--- src/hdl/cqrf_pkg.sv ---
// ----------------------------------------------------------------------------
// cqrf_pkg
// Shared types, operation codes and helpers of the command queue with range
// filter.
// ----------------------------------------------------------------------------
package cqrf_pkg;

	localparam int DEPTH_DEF = 16;
	localparam logic [7:0] EMPTY_CODE = 8'd0;

	localparam int OP_W = 3;
	localparam int CMD_W = 8;
	localparam int CNT_OUT_W = 5;

	localparam logic [OP_W-1:0] OP_APPEND = 3'd0;
	localparam logic [OP_W-1:0] OP_UNIQUE = 3'd1;
	localparam logic [OP_W-1:0] OP_PURGE = 3'd2;
	localparam logic [OP_W-1:0] OP_POP = 3'd3;
	localparam logic [OP_W-1:0] OP_QUERY = 3'd4;

	// controller to datapath
	typedef struct packed {
		logic load;
		logic step;
		logic commit;
		logic front;
		logic finish;
	} ctl_t;

	// datapath to controller
	typedef struct packed {
		logic walk_done;
		logic out_free;
	} sts_t;

	function automatic logic in_range(input logic [CMD_W-1:0] v,
		input logic [CMD_W-1:0] lo, input logic [CMD_W-1:0] hi);
		return (v >= lo) && (v <= hi);
	endfunction

endpackage

--- src/hdl/cqrf_ram.sv ---
// ----------------------------------------------------------------------------
// cqrf_ram
// Generic simple dual port RAM, one write port and one registered read port.
// ----------------------------------------------------------------------------
module cqrf_ram #(
	parameter int WIDTH = 8,
	parameter int DEPTH = 16
) (
	input  logic                     clk,
	input  logic                     we,
	input  logic [$clog2(DEPTH)-1:0] waddr,
	input  logic [WIDTH-1:0]         wdata,
	input  logic                     re,
	input  logic [$clog2(DEPTH)-1:0] raddr,
	output logic [WIDTH-1:0]         rdata
);

	logic [WIDTH-1:0] mem_q [DEPTH];

	always_ff @(posedge clk) begin
		if (we) begin
			mem_q[waddr] <= wdata;
		end
		if (re) begin
			rdata <= mem_q[raddr];
		end
	end

endmodule

--- src/hdl/cqrf_ctrl.sv ---
// ----------------------------------------------------------------------------
// cqrf_ctrl
// Sequencer of the command queue: accept, slot walk, commit, front read and
// result hand-off.
// ----------------------------------------------------------------------------
module cqrf_ctrl (
	input  logic          clk,
	input  logic          arst_n,
	input  logic          req_valid,
	output logic          req_ready,
	input  cqrf_pkg::sts_t sts,
	output cqrf_pkg::ctl_t ctl
);
	import cqrf_pkg::*;

	localparam logic [2:0] ST_IDLE = 3'd0;
	localparam logic [2:0] ST_WALK = 3'd1;
	localparam logic [2:0] ST_COMMIT = 3'd2;
	localparam logic [2:0] ST_FRONT = 3'd3;
	localparam logic [2:0] ST_DONE = 3'd4;

	logic [2:0] state_q;
	logic [2:0] state_d;

	assign req_ready = (state_q == ST_IDLE);

	always_comb begin
		state_d = state_q;
		ctl = '0;
		unique case (state_q)
			ST_IDLE: begin
				if (req_valid) begin
					ctl.load = 1'b1;
					state_d = ST_WALK;
				end
			end
			ST_WALK: begin
				// last read data is still compared in the cycle that sees walk_done
				if (sts.walk_done) begin
					state_d = ST_COMMIT;
				end else begin
					ctl.step = 1'b1;
				end
			end
			ST_COMMIT: begin
				ctl.commit = 1'b1;
				state_d = ST_FRONT;
			end
			ST_FRONT: begin
				ctl.front = 1'b1;
				state_d = ST_DONE;
			end
			ST_DONE: begin
				if (sts.out_free) begin
					ctl.finish = 1'b1;
					state_d = ST_IDLE;
				end
			end
			default: begin
				state_d = ST_IDLE;
			end
		endcase
	end

	always_ff @(posedge clk or negedge arst_n) begin
		if (!arst_n) begin
			state_q <= ST_IDLE;
		end else begin
			state_q <= state_d;
		end
	end

endmodule

--- src/hdl/cqrf_dp.sv ---
// ----------------------------------------------------------------------------
// cqrf_dp
// Datapath of the command queue: slot memory, fill count, walk pipeline,
// compaction writer and result register.
// ----------------------------------------------------------------------------
module cqrf_dp #(
	parameter int DEPTH = cqrf_pkg::DEPTH_DEF
) (
	input  logic                             clk,
	input  logic                             arst_n,
	input  cqrf_pkg::ctl_t                   ctl,
	output cqrf_pkg::sts_t                   sts,
	input  logic [cqrf_pkg::OP_W-1:0]        op,
	input  logic [cqrf_pkg::CMD_W-1:0]       command,
	input  logic [cqrf_pkg::CMD_W-1:0]       range_low,
	input  logic [cqrf_pkg::CMD_W-1:0]       range_high,
	input  logic                             res_ready,
	output logic                             res_valid,
	output logic                             found_in_range,
	output logic                             was_stored,
	output logic [cqrf_pkg::CMD_W-1:0]       front_command,
	output logic [cqrf_pkg::CNT_OUT_W-1:0]   entry_count
);
	import cqrf_pkg::*;

	localparam int AW = $clog2(DEPTH);
	localparam int CW = $clog2(DEPTH + 1);
	localparam logic [CW-1:0] FULL_CNT = CW'(DEPTH);

	logic [OP_W-1:0]  op_q;
	logic [CMD_W-1:0] cmd_q;
	logic [CMD_W-1:0] lo_q;
	logic [CMD_W-1:0] hi_q;

	logic [CW-1:0] count_q;
	logic [CW-1:0] rd_q;
	logic [CW-1:0] wr_q;
	logic          hit_q;
	logic          found_q;
	logic          stored_q;

	logic valid_s1;
	logic first_s1;

	logic             ram_we;
	logic [AW-1:0]    ram_waddr;
	logic [CMD_W-1:0] ram_wdata;
	logic [AW-1:0]    ram_raddr;
	logic [CMD_W-1:0] ram_rdata;

	logic not_full;
	logic compact_op;
	logic keep;
	logic walk_hit;
	logic do_store;

	logic             out_valid_q;
	logic             out_found_q;
	logic             out_stored_q;
	logic [CMD_W-1:0] out_front_q;
	logic [CW-1:0]    out_count_q;

	assign not_full = (count_q < FULL_CNT);
	assign compact_op = (op_q == OP_PURGE) || (op_q == OP_POP);

	// pop drops only the first slot, purge drops whatever lies in range
	assign keep = (op_q == OP_PURGE) ? !in_range(ram_rdata, lo_q, hi_q) : !first_s1;

	always_comb begin
		walk_hit = 1'b0;
		if (op_q == OP_UNIQUE) begin
			walk_hit = (ram_rdata == cmd_q);
		end else if (op_q == OP_QUERY) begin
			walk_hit = in_range(ram_rdata, lo_q, hi_q);
		end
	end

	always_comb begin
		do_store = 1'b0;
		if (op_q == OP_APPEND) begin
			do_store = not_full;
		end else if (op_q == OP_UNIQUE) begin
			// an empty command meets the first empty slot as a duplicate
			do_store = not_full && !hit_q && (cmd_q != EMPTY_CODE);
		end
	end

	always_comb begin
		ram_we = 1'b0;
		ram_waddr = wr_q[AW-1:0];
		ram_wdata = ram_rdata;
		if (valid_s1 && compact_op && keep) begin
			ram_we = 1'b1;
		end else if (ctl.commit && do_store) begin
			ram_we = 1'b1;
			ram_waddr = count_q[AW-1:0];
			ram_wdata = cmd_q;
		end
	end

	assign ram_raddr = ctl.front ? '0 : rd_q[AW-1:0];

	cqrf_ram #(
		.WIDTH(CMD_W),
		.DEPTH(DEPTH)
	) u_ram (
		.clk  (clk),
		.we   (ram_we),
		.waddr(ram_waddr),
		.wdata(ram_wdata),
		.re   (ctl.step || ctl.front),
		.raddr(ram_raddr),
		.rdata(ram_rdata)
	);

	always_ff @(posedge clk) begin
		if (ctl.load) begin
			op_q <= op;
			cmd_q <= command;
			lo_q <= range_low;
			hi_q <= range_high;
		end
		if (ctl.step) begin
			first_s1 <= (rd_q == '0);
		end
	end

	always_ff @(posedge clk or negedge arst_n) begin
		if (!arst_n) begin
			count_q <= '0;
			rd_q <= '0;
			wr_q <= '0;
			hit_q <= 1'b0;
			found_q <= 1'b0;
			stored_q <= 1'b0;
			valid_s1 <= 1'b0;
		end else begin
			valid_s1 <= ctl.step;
			if (ctl.load) begin
				rd_q <= '0;
				wr_q <= '0;
				hit_q <= 1'b0;
			end else begin
				if (ctl.step) begin
					rd_q <= rd_q + 1'b1;
				end
				if (valid_s1) begin
					if (walk_hit) begin
						hit_q <= 1'b1;
					end
					if (compact_op && keep) begin
						wr_q <= wr_q + 1'b1;
					end
				end
			end
			if (ctl.commit) begin
				stored_q <= do_store;
				// empty slots past the fill count take part in the query too
				found_q <= (op_q == OP_QUERY) &&
					(hit_q || (not_full && in_range(EMPTY_CODE, lo_q, hi_q)));
				if (compact_op) begin
					count_q <= wr_q;
				end else if (do_store && (cmd_q != EMPTY_CODE)) begin
					count_q <= count_q + 1'b1;
				end
			end
		end
	end

	assign sts.walk_done = (rd_q == count_q);
	assign sts.out_free = !out_valid_q || res_ready;

	always_ff @(posedge clk or negedge arst_n) begin
		if (!arst_n) begin
			out_valid_q <= 1'b0;
		end else if (ctl.finish) begin
			out_valid_q <= 1'b1;
		end else if (res_ready) begin
			out_valid_q <= 1'b0;
		end
	end

	always_ff @(posedge clk) begin
		if (ctl.finish) begin
			out_found_q <= found_q;
			out_stored_q <= stored_q;
			out_front_q <= (count_q == '0) ? EMPTY_CODE : ram_rdata;
			out_count_q <= count_q;
		end
	end

	assign res_valid = out_valid_q;
	assign found_in_range = out_found_q;
	assign was_stored = out_stored_q;
	assign front_command = out_front_q;
	assign entry_count = CNT_OUT_W'(out_count_q);

endmodule

--- src/hdl/command_queue_with_range_filter.sv ---
// ----------------------------------------------------------------------------
// command_queue_with_range_filter
// Packed command queue with append, unique append, range purge, pop and
// range query, one result per request.
// ----------------------------------------------------------------------------
//  channel   dir  tdata bits (lsb first)
//  s_axis    in   op[2:0] command[10:3] range_low[18:11] range_high[26:19]
//  m_axis    out  found_in_range[0] was_stored[1] front_command[9:2]
//                 entry_count[14:10]
//
//  a request runs from acceptance to result through one memory read per
//  stored entry in the slot walk, the last compare, then commit, front read
//  and result load
//  one request at a time; s_axis_tready is high only while the sequencer idles,
//  so the next request can be accepted in the cycle after the result is loaded
//  a held result stalls only the final hand-off, the next request is accepted
//  the fill count makes every slot empty after reset, no clearing pass
// ----------------------------------------------------------------------------
module command_queue_with_range_filter #(
	parameter int DEPTH = cqrf_pkg::DEPTH_DEF
) (
	input  logic        clk,
	input  logic        arst_n,
	input  logic        s_axis_tvalid,
	output logic        s_axis_tready,
	// op[2:0], command[10:3], range_low[18:11], range_high[26:19], zero[31:27]
	input  logic [31:0] s_axis_tdata,
	output logic        m_axis_tvalid,
	input  logic        m_axis_tready,
	// found_in_range[0], was_stored[1], front_command[9:2], entry_count[14:10],
	// zero[15]
	output logic [15:0] m_axis_tdata
);
	import cqrf_pkg::*;

	ctl_t ctl;
	sts_t sts;

	logic                 found_in_range;
	logic                 was_stored;
	logic [CMD_W-1:0]     front_command;
	logic [CNT_OUT_W-1:0] entry_count;

	cqrf_ctrl u_ctrl (
		.clk      (clk),
		.arst_n   (arst_n),
		.req_valid(s_axis_tvalid),
		.req_ready(s_axis_tready),
		.sts      (sts),
		.ctl      (ctl)
	);

	cqrf_dp #(
		.DEPTH(DEPTH)
	) u_dp (
		.clk           (clk),
		.arst_n        (arst_n),
		.ctl           (ctl),
		.sts           (sts),
		.op            (s_axis_tdata[2:0]),
		.command       (s_axis_tdata[10:3]),
		.range_low     (s_axis_tdata[18:11]),
		.range_high    (s_axis_tdata[26:19]),
		.res_ready     (m_axis_tready),
		.res_valid     (m_axis_tvalid),
		.found_in_range(found_in_range),
		.was_stored    (was_stored),
		.front_command (front_command),
		.entry_count   (entry_count)
	);

	assign m_axis_tdata = {1'b0, entry_count, front_command, was_stored, found_in_range};

endmodule

--- config.mk ---
export PLATFORM = sky130hd
export DESIGN_NAME = command_queue_with_range_filter
export DESIGN_NICKNAME = d
export VERILOG_FILES = /design/src/hdl/cqrf_pkg.sv /design/src/hdl/cqrf_ram.sv /design/src/hdl/cqrf_ctrl.sv /design/src/hdl/cqrf_dp.sv /design/src/hdl/command_queue_with_range_filter.sv
export SDC_FILE = /design/constraint.sdc
export NUM_CORES = 1
export LEC_CHECK = 0
export BUFFER_PORTS_ARGS = -buffer_cell sky130_fd_sc_hd__buf_2
export CELL_PAD_IN_SITES_DETAIL_PLACEMENT = 0
export CELL_PAD_IN_SITES_GLOBAL_PLACEMENT = 1
export CORE_UTILIZATION = 50
export CTS_CLUSTER_DIAMETER = 200
export CTS_CLUSTER_SIZE = 12
export DETAILED_ROUTE_END_ITERATION = 8
export GPL_TIMING_DRIVEN = 0
export PLACE_DENSITY = 0.86
export SLEW_MARGIN = 0
export SYNTH_ARGS = -nofsm -noshare
export SYNTH_HDL_FRONTEND = slang
export SYNTH_SLANG_ARGS = --single-unit
--- constraint.sdc ---
create_clock -name clk -period 3.1 [get_ports clk]
set_input_delay 0.465 -clock clk [delete_from_list [all_inputs] [get_ports clk]]
set_output_delay 0.465 -clock clk [all_outputs]
set_load 0.005 [all_outputs]
==> impl_metrics.toml <==
[synth]
synth_mux_area_share_pct = 1.164
synthXorXnorAreaFrac_pct = 1.629
synth-seq-cells = 202
synth-seq-area-share_pct = 69.18
synth_top_family_by_area = "simple AND/OR/NAND/NOR gates"
synth_top_area_share_pct = 62.49
synthTopCellsByArea = "edfxtp_1 (62%), dfrtp_1 (6.7%), nor2_1 (3.6%), o221ai_1 (3.3%), ha_1 (3.1%)"
synth_compound_gate_area_share_pct = 9.905
synthSimpleGateAreaFrac_pct = 12.12
synth_largest_area_cell = "edfxtp_1"
avgSynthCellArea_um2 = 12.99
synthDistinctLibCells = 45
mappedNetlistNets = 719
syn_inst = 662
synth_fa_ha_area_share_pct = 3.055
ys_warn_count = 0
synth.cell_area_mm2 = 0.008602

[cells_and_area]
fillers = 1325
final_common_cell = "edfxtp_1"
area_delta_synth_final_pct = 13.32
final_layout_size_suffix_gt1_share_pct = 14.63
diodes = 0
finalNonFillerCells = 958
most-common-layout-cells = "edfxtp_1 (179), nor2_1 (67), nand2_1 (53)"
nNetsFinal = 789

[floorplanning]
ios = 54
die_h_um = 133.2
die_w_um = 133.2
initial_core_util_pct = 51.51
core_area_mm2 = 0.01670
rows = 47
dieArea_mm2 = 0.01773

[power]
p_per_area_mw_per_mm2 = 872.8
vdd_drop_max_v = 0.0005226
p_leak_nw = 3.408

[clocking]
cts_tree = "yes"
clock-sinks = 202
root_buffer = "clkbuf_16"
clk_path_buf_depth = 3
clk_pin_slew_ns = 0.06
clkLatencyLatePin_ns = 0.50
cts_setup_buffers = 0
htree_levels = 1
cts_buffers = 20

[timing]
tightest_slew_ns = 1.365
finalWorstSetupSlack_ns = -0.09211
fmax_mhz = 313.3
min_period_ns = 3.192
rsz0062_at_grt = "yes"
tns_ns = -1.046
hold_violations = 0
fin_crit_sh_pct = 103.0
skew_ns = 0.01533
slew_viol_final = 0
finalSetupViolCount = 17
maxSlewHeadroom_pct = 7.747

[global_route]
grt_pass1_wl_um = 30110
overflow = 0
antenna_found_initial = 0
grt_max_degree = 36
grt_pass1_vias = 5509
track_usage_pct = 22.15

[placed_design]
post-place-ws_ns = -0.1982
dp_hpwl_um = 12670
place_congestion = 0.8500
place_inst = 929
io_buffers = 47

[critical_path]
worstPathCellList = "ha_1 -> nand4_1 -> nor2_1 -> a21oi_1 -> or4_1 -> a21oi_1 -> nor2_2"
start_kind = "register"
slowest_delay_ns = 0.71
crit_buf_inv = 0
crit_slowest_cell = "a21oi_1"
crit_path_frequent_cell = "a21oi_1"
end_kind = "register"
worstPathMaxFanout = 8
path_class = "register to register"
required_ns = 3.28
arrival_ns = 3.37
cp_top_family = "simple AND/OR/NAND/NOR gates"

[route]
drtPass1Iterations = 5
finalWirelength_um = 19050
drt_iter0_markers = 543
vias = 5617
wire_per_inst_um = 19.88
vias_per_cell = 5.863
drcViolationCount = 0
ant_nets = 0

[worst_hold_path]
min_path_type = "input pin to register"

[flow_run]
max_cap_violations = 0

[run_status]
violations = "negative setup slack"
outcome = "finished with violations"
## sequential cells by signal, summed over array words and instances (netlist names), 3 cells and up
register / cells
u_ctrl.state_q: 3
u_dp.cmd_q: 8
u_dp.count_q: 5
u_dp.entry_count: 5
u_dp.front_command: 8
u_dp.hi_q: 8
u_dp.lo_q: 8
u_dp.op_q: 3
u_dp.rd_q: 5
u_dp.u_ram.mem_q: 128
u_dp.u_ram.rdata: 8
u_dp.wr_q: 5
## area by class of cell
| type | instances | area, µm² | share of cell area (%) |
|---|---|---|---|
| flip-flops and latches | 202 | 5951 | 61.04 |
| well taps | 220 | 275.3 | 2.824 |
| plain buffers | 38 | 163.9 | 1.681 |
| multi-input cells | 399 | 2484 | 25.48 |
| inverters | 23 | 86.33 | 0.8856 |
| repair buffers | 48 | 245.2 | 2.516 |
| clock buffers | 26 | 523.0 | 5.365 |
| clock inverters | 2 | 20.02 | 0.2054 |
## per-layer routing
| layer | wire, µm | track usage (%) |
|---|---|---|
| met4 | 781 | 9.154 |
| met3 | 1192 | 3.272 |
| met2 | 8915 | 34.90 |
| met1 | 8156 | 31.12 |
| met5 | 0 | 0 |
## through the flow
| step | power, mW | area, µm² | hold WS (ns) | utilization (%) |
|---|---|---|---|---|
| global route | 8.925 | 9748 | 0.1371 | 58.37 |
| CTS | 8.511 | 9699 | 0.1363 | 58.08 |
| floorplan | 5.509 | 8602 | 0.1694 | - |
| finish | 8.508 | 9748 | 0.1463 | 58.37 |
| global placement | 6.262 | 9112 | 0.4298 | 54.56 |
| detailed placement | 6.379 | 9112 | 0.4328 | 54.56 |
## kinds of logic (layout without fill, tap and decap cells)
logic type	count (synthesis)	count (layout)
buf+inv	61	137
mux	9	9
simple gates	226	226
other cells	1	1
flops	202	202
xor+xnor	16	16
fa+ha+maj	21	21
compound gates	126	126
## cells in the mapped netlist, drive strengths merged
master	count
mux2	8
a21oi	16
nor4	3
dfrtp	23
clkinv	1
nor3b	4
buf	14
o21bai	1
a31oi	7
a211oi	5
nand3b	1
a21o	2
conb	1
or4	7
xor2	8
o221ai	32
nand2b	2
clkbuf	24
and2	2
xnor2	8
o31ai	4
edfxtp	179
and3	2
nor2b	10
nand2	53
or3	2
or3b	2
o22a	4
inv	22
mux2i	1
o21ai	38
ha	21
nand3	34
nand4	6
nor4b	2
nor3	13
nor2	83
o22ai	8
o211ai	9
## power breakdown
group | switching, mW | leakage [nW] | internal (mW)
sequential | 0.267 | 1.93 | 3.67
combinational | 1.67 | 1.22 | 0.780
clock | 0.945 | 0.262 | 1.17
## final timing paths
kind	start	end	slack, ns	cells past startpoint
hold reg to reg	u_dp.count_q[2]	u_dp.entry_count[2]	0.44	0
setup reg to reg	u_dp.u_ram.rdata[6]	u_dp.u_ram.mem_q[9][6]	-0.09	7
min in group asynchronous	arst_n	u_dp.res_valid	0.49	2
max in group asynchronous	arst_n	u_dp.count_q[0]	2.23	2
setup / recovery	u_dp.u_ram.rdata[6]	u_dp.u_ram.mem_q[9][6]	-0.09	7
hold / removal	s_axis_tdata[10]	u_dp.cmd_q[7]	0.15	1
## repair_timing
action | in CTS | in global routing
setup endpoints to repair | 63 | 128
gates resized for setup | 12 | 13
hold endpoints to repair | 23 | 0
hold buffers | 1 | 0
Power figures use the tool's default switching activity.
